[src/rtl/tpsd_pkg.sv]
package tpsd_pkg;

   // Angle format: one electrical turn is 2^ANGLE_BITS units
   localparam int ANGLE_BITS    = 15;
   localparam int SINE_SPAN     = 8192;
   localparam int TIMER_DIVISOR = 7;

   localparam int TURN        = 1 << ANGLE_BITS;
   localparam int HALF        = TURN / 2;
   localparam int QUARTER     = TURN / 4;
   localparam int THIRD       = TURN / 3;
   localparam int TWO_THIRDS  = (TURN * 2) / 3;
   localparam int SINE_OFFSET = SINE_SPAN / 2;
   localparam int SPAN_SHIFT  = $clog2(SINE_SPAN);

   // Field widths
   localparam int CMD_W   = 15;
   localparam int POWER_W = 14;
   localparam int SINE_W  = 14;
   localparam int DUTY_W  = 11;

   // Cubic sine: sin ~ x * (3*2^15 - x^2/2^11) / 2^17
   localparam int POLY_K     = 3 << 15;
   localparam int POLY_W     = 18;
   localparam int SQ_SHIFT   = 11;
   localparam int POLY_SHIFT = 17;

   // Timer divisor as a reciprocal multiply, exact for levels up to SINE_SPAN
   localparam int DIV_SHIFT = 20;
   localparam int RECIP_W   = DIV_SHIFT + 1;
   localparam int DIV_RECIP = ((1 << DIV_SHIFT) + TIMER_DIVISOR - 1) / TIMER_DIVISOR;

   // Register stages from input beat to output register
   localparam int NUM_STAGES = 6;

   typedef logic        [ANGLE_BITS-1:0] angle_type;
   typedef logic signed [ANGLE_BITS-1:0] fold_type;
   typedef logic signed [CMD_W-1:0]      command_type;
   typedef logic        [POWER_W-1:0]    power_type;
   typedef logic        [DUTY_W-1:0]     duty_type;

   // Advance strobes for the per-phase stages
   typedef struct packed {
      logic s2;
      logic s3;
      logic s4;
      logic s5;
      logic s6;
   } stage_en_type;

endpackage

[src/rtl/tpsd_phase.sv]
// One phase: fold, cubic sine, offset, power scale, timer divide
module tpsd_phase (
   input  logic                   clock,
   input  tpsd_pkg::stage_en_type en,
   input  tpsd_pkg::angle_type    angle,
   input  tpsd_pkg::power_type    power,
   output tpsd_pkg::duty_type     duty
);

   localparam int AW = tpsd_pkg::ANGLE_BITS;
   localparam int PW = tpsd_pkg::POWER_W;

   // Stage 2: fold the angle into -quarter..+quarter
   logic signed [AW:0]  a_wide;
   logic signed [AW:0]  x_wide;
   tpsd_pkg::fold_type  x2_in, x2_ff;
   tpsd_pkg::power_type pw2_ff;

   always_comb begin
      a_wide = signed'({1'b0, angle});
      if (angle[AW-1] ^ angle[AW-2]) begin
         x_wide = (AW+1)'(tpsd_pkg::HALF) - a_wide;
      end else if (angle[AW-1]) begin
         x_wide = a_wide - (AW+1)'(tpsd_pkg::TURN);
      end else begin
         x_wide = a_wide;
      end
      x2_in = x_wide[AW-1:0];
   end

   always_ff @(posedge clock) begin
      if (en.s2) begin
         x2_ff  <= x2_in;
         pw2_ff <= power;
      end
   end

   // Stage 3: square, then 3*2^15 - x^2/2^11
   logic signed [2*AW-1:0]          sq_full;
   logic [2*AW-1:0]                 sq_bits;
   logic [tpsd_pkg::POLY_W-1:0]     t3_in, t3_ff;
   tpsd_pkg::fold_type              x3_ff;
   tpsd_pkg::power_type             pw3_ff;

   always_comb begin
      sq_full = x2_ff * x2_ff;
      sq_bits = sq_full;
      t3_in   = tpsd_pkg::POLY_W'(tpsd_pkg::POLY_K)
              - sq_bits[tpsd_pkg::POLY_W+tpsd_pkg::SQ_SHIFT-1:tpsd_pkg::SQ_SHIFT];
   end

   always_ff @(posedge clock) begin
      if (en.s3) begin
         t3_ff  <= t3_in;
         x3_ff  <= x2_ff;
         pw3_ff <= pw2_ff;
      end
   end

   // Stage 4: x * poly, floor shift, offset to 0..SINE_SPAN
   logic signed [AW+tpsd_pkg::POLY_W:0] poly;
   logic [tpsd_pkg::SINE_W-1:0]         sine_bits;
   logic [tpsd_pkg::SINE_W-1:0]         lvl4_in, lvl4_ff;
   tpsd_pkg::power_type                 pw4_ff;

   always_comb begin
      poly      = x3_ff * signed'({1'b0, t3_ff});
      sine_bits = poly[tpsd_pkg::SINE_W+tpsd_pkg::POLY_SHIFT-1:tpsd_pkg::POLY_SHIFT];
      // two's complement wrap makes -4096..4096 land on 0..8192
      lvl4_in   = sine_bits + tpsd_pkg::SINE_W'(tpsd_pkg::SINE_OFFSET);
   end

   always_ff @(posedge clock) begin
      if (en.s4) begin
         lvl4_ff <= lvl4_in;
         pw4_ff  <= pw3_ff;
      end
   end

   // Stage 5: level * power / SINE_SPAN
   logic [tpsd_pkg::SINE_W+PW-1:0] scaled;
   logic [PW-1:0]                  v5_in, v5_ff;

   always_comb begin
      scaled = lvl4_ff * pw4_ff;
      v5_in  = scaled[PW+tpsd_pkg::SPAN_SHIFT-1:tpsd_pkg::SPAN_SHIFT];
   end

   always_ff @(posedge clock) begin
      if (en.s5) begin
         v5_ff <= v5_in;
      end
   end

   // Stage 6: divide by the timer divisor
   logic [PW+tpsd_pkg::RECIP_W-1:0] quot;
   tpsd_pkg::duty_type              duty6_in, duty6_ff;

   always_comb begin
      quot     = v5_ff * tpsd_pkg::RECIP_W'(tpsd_pkg::DIV_RECIP);
      duty6_in = quot[tpsd_pkg::DIV_SHIFT+tpsd_pkg::DUTY_W-1:tpsd_pkg::DIV_SHIFT];
   end

   always_ff @(posedge clock) begin
      if (en.s6) begin
         duty6_ff <= duty6_in;
      end
   end

   assign duty = duty6_ff;

endmodule

[config.mk]
export PLATFORM = sky130hd
export DESIGN_NAME = tpsd_phase
export DESIGN_NICKNAME = d
export VERILOG_FILES = /design/src/rtl/tpsd_pkg.sv /design/src/rtl/tpsd_phase.sv
export SDC_FILE = /design/constraint.sdc
export NUM_CORES = 2
export LEC_CHECK = 0
export ABC_AREA = 1
export BUFFER_PORTS_ARGS = -buffer_cell sky130_fd_sc_hd__buf_2
export CAP_MARGIN = 30
export CORE_UTILIZATION = 50
export CTS_CLUSTER_SIZE = 14
export DETAILED_ROUTE_END_ITERATION = 6
export GPL_TIMING_DRIVEN = 0
export PLACE_DENSITY = 0.77
export RECOVER_POWER = 100
export SETUP_SLACK_MARGIN = 0.2
export SLEW_MARGIN = 25
export SYNTH_ARGS = -nofsm -noshare
export SYNTH_HDL_FRONTEND = slang
export SYNTH_SLANG_ARGS = --single-unit
export TNS_END_PERCENT = 100
[constraint.sdc]
create_clock -name clock -period 14.4 [get_ports clock]
set_input_delay 0.72 -clock clock [delete_from_list [all_inputs] [get_ports clock]]
set_output_delay 0.72 -clock clock [all_outputs]
set_load 0.05 [all_outputs]
# Yosys cells after proc, flatten, opt, wreduce, memory -nomap -nowiden
# Cells that the tools add are included.
# word_totals
regBits	129
latchBits	0
ram_bits	0
rom_bits	0
in_bits	35
out_inout_bits	11
wordCells	20
mem_count	0
# op_classes
n_addsub	4
multipliers	4
n_div	0
magnitude_cmp	0
eq_ne	0
n_shift	0
muxes	2
n_bitwise	1
n_reduce_logical	0
# ops
operator	n
$mul A14 B18 Y31 const B	1
$mul A15 B19 Y31	1
$mux W15	2
$mul A15 B15 Y29	1
$mul A14 B14 Y27	1
$sub A17 B18 Y18 const A	1
$sub A15 B1 Y15 const B	1
$sub A15 B15 Y15 const A	1
$add A14 B13 Y14 const B	1
$xor A1 B1 Y1	1

# Depth between registers and ports, before layout
# depth
depth_word	3
mapped_depth	33
depth_no_buf	31

# Worst setup path before layout
# Ideal clock, no wire load.
# synth_path
path_type	reg2reg
from	register x2_ff[14]
to	register t3_ff[15] (netlist name) (data pin)
setup_time_ns	0.260
t_arrival_ns	5.832
t_required_ns	14.140
setup_slack_ns	8.308
stages_incl_launch_ff	27
n_path_buf	2
period_less_slack_ns	6.092
cell_sequence	edfxtp_1 -> clkbuf_1 -> clkbuf_1 -> nand2_1 -> fa_1 -> inv_1 -> fa_1 -> inv_1 -> fa_1 -> inv_1 -> fa_1 -> fa_1 -> inv_1 -> fa_1 -> inv_1 -> ha_1 -> nand2_1 -> nor2_1 -> and2_1 -> nand3b_1 -> nand3_1 -> nand2_1 -> nand2_1 -> nand3_1 -> nor2_1 -> nand3_2 -> xnor2_1
# synth_between
elab_chain_len	2
# synth_rtl
item	line_no	rtl
from (decl)	tpsd_phase.sv:16	tpsd_pkg::fold_type x2_in, x2_ff;
from (signal assigned)	tpsd_phase.sv:33	x2_ff <= x2_in;
$mul A15 B15 Y29	tpsd_phase.sv:46	sq_full = x2_ff * x2_ff;
$sub A17 B18 Y18	tpsd_phase.sv:49	- sq_bits[tpsd_pkg::POLY_W+tpsd_pkg::SQ_SHIFT-1:tpsd_pkg::SQ_SHIFT];
via t3_in, one bit	tpsd_phase.sv:41	logic [tpsd_pkg::POLY_W-1:0] t3_in, t3_ff;
to (signal assigned)	tpsd_phase.sv:54	t3_ff <= t3_in;
to (decl)	tpsd_phase.sv:41	
# The timed path passes the listed nets, and every way through them passes these cells.
# A chain may end at the register's enable or synchronous reset.

# Final worst setup path
# layout_path
from	register x2_ff[4]
to	register t3_ff[16] (netlist name) (data pin)
# Same word-level chain as after synthesis.

==> metrics.yaml <==
status: "finished, violations left"
violations: "capacitance limit, slew limit"
arrival_ps: 7730
antenna_found_initial: 0
setup_violations: 0
clock_latency_ps: 490
cts_resized: 0
wl_per_cell_um: 15.8
layout.nets: 4668
synth_seq_cells: 129
yosys.cell_types.count: 39
min_from: "power[11]"
clockRootBuffer: "clkbuf_16"
hp-class: "input pin to register"
period_share_pct: 52.1
critical_path_depth: 26
clock_skew_ps: 13.9
drive_gt1_share_pct: 2.48
synth_edf_count: 129
finalWirelength_um: 71100
r2r_slack_ps: 6900
critPathMaxFanout: 10
max_stage_delay_ps: 710
dr.pass1.iters: 6
cts_htree_levels: 4
cts_tree: "built"
top_layer: "met4"
fmax_mhz: 133
criticalPathCategory: "register to register"
numCtsBuffers: 17
yosys-top-cells-count: "inv_1 (1,064), nand2_1 (859), fa_1 (571), ha_1 (364), edfxtp_1 (129)"
whs_path_depth: 1
num_io_pins: 46
seq_area_frac_synth_pct: 12.6
setup_tns_ps: 0
yosysMostFrequentCell: "inv_1"
synth_area_leader_cell: "fa_1"
die_w_um: 250
num_vias: 22900
cts_buffer_depth: 2
cp-end-kind: "register"
start_util_pct: 50.7
gp_congestion: 0.926
cts_sinks: 129
final_max_slew_viol_count: 64
cap_violations: 2
portBuffers: 45
wl_met2_um: 35100
syn_inst: 3633
grt_overflow: 0
r2r-start: "x2_ff[4]"
drc: 0
fp.dieH_um: 250
track_usage_pct: 24.2
min_period_ps: 7500
cts_hold_buf: 0
wl_met1_um: 28700
netlist_area_mm2: 0.0307
grt_max_degree: 34
area_growth_pct: 5.71
hold_viol: 0
yosysTopAreaCellShare_pct: 37.3
die_area_mm2: 0.0623
worst-path-buf-inv: 5
synth_warnings: 0
via_per_inst: 5.09
cpLargestDelayFamily: "adder cells"
rsz0062_at_grt: "no"
r2r-end: "t3_ff[16]"
max_slew_margin_pct: -39.1
ant_nets: 0
synthTopCellsByArea: "fa_1 (37%), ha_1 (15%), inv_1 (13%)"
diodes: 0
syn_avg_cell_area_um2: 8.44
hpwl_um: 60200
cpMaxStageDelayCell: "clkbuf_1"
worstMarginPinSlew_ps: 2090
synth_ff_type: "edfxtp_1"
async_flop_share_pct: 0
grt_pass1_wl_um: 119000
wl_met3_um: 4940
syn_nets: 4603
first_iter_violations: 1501
cp-start-kind: "register"
rows: 90
crit_required_ps: 14630
grt_pass1_vias: 24400
coreArea_mm2: 0.0605
clkTransAtPathRegs_ps: 80
worst_r2r_path_depth: 26
cts_setup_buffers: 0
hold_end: "pw2_ff[11]"
## layout make-up
class                   instances  area, um2
fillers                      5484      28100
multi-input cells            2343      22400
inverters                    1066       4000
flip-flops and latches        129       3870
well taps                     782        978
clock buffers                  17        425
plain buffers                  95        358
repair buffers                 46        205
clock inverters                15        165
## cell usage in the layout, fill, tap and decap left out, types with 24 or more instances in the layout
cell type and n:
a21oi_1 94, buf_2 27, clkbuf_1 114, edfxtp_1 129, fa_1 571, ha_1 364, inv_1 1064, nand2_1 859
nand3_1 58, nor2_1 116, nor3_1 24, o21ai_0 49, xnor2_1 30, xor2_1 64
## per-stage QoR
step | instance area (um2) | hold slack, ps | util (%) | setup slack (ps) | cells
floorplan | 30700 | 400 | - | 8310 | 3633
global placement | 31900 | 403 | 52.7 | 7220 | 4460
detailed placement | 31900 | 405 | 52.7 | 7080 | 4461
CTS | 32500 | 373 | 53.7 | 7040 | 4493
global route | 32400 | 388 | 53.6 | 6420 | 4493
finish | 32400 | 403 | 53.6 | 6900 | 4493
## worst max-delay path by stage
stage	start	to
after detailed placement	x2_ff[5]	t3_ff[17]
after global routing	x2_ff[4]	t3_ff[16]
after floorplan	x2_ff[14]	t3_ff[15]
after CTS	x2_ff[5]	t3_ff[17]
after global placement	x2_ff[5]	t3_ff[17]
final	x2_ff[4]	t3_ff[16]
## routing by layer
metal | track usage, % | up-vias
met4 | 9.07 | 0
met5 | 0 | -
met2 | 42.3 | 789
met1 | 29.8 | 11100
li1 | - | 10800
met3 | 4.24 | 143
## kinds of logic (layout without fill, tap and decap cells)
kind of cell / count (synthesis) / count (layout) / share of synthesized area, %
AO/OA/AOI/OAI: 187 / 187 / 3.42
XOR/XNOR: 95 / 95 / 2.74
adder cells (fa/ha/maj): 935 / 935 / 52.1
buffers and inverters: 1161 / 1239 / 14.2
flip-flops: 129 / 129 / 12.6
AND/OR/NAND/NOR: 1126 / 1126 / 14.8
## state kept, by name, indices dropped and copies added (netlist names), 14 cells and up
register / count
lvl4_ff: 14
pw2_ff: 14
pw3_ff: 14
pw4_ff: 14
t3_ff: 18
v5_ff: 14
x2_ff: 15
x3_ff: 15
Power is left out: the tool's default activity adds up to more than one toggle a clock period on the data nets, which glitch-free logic cannot reach.
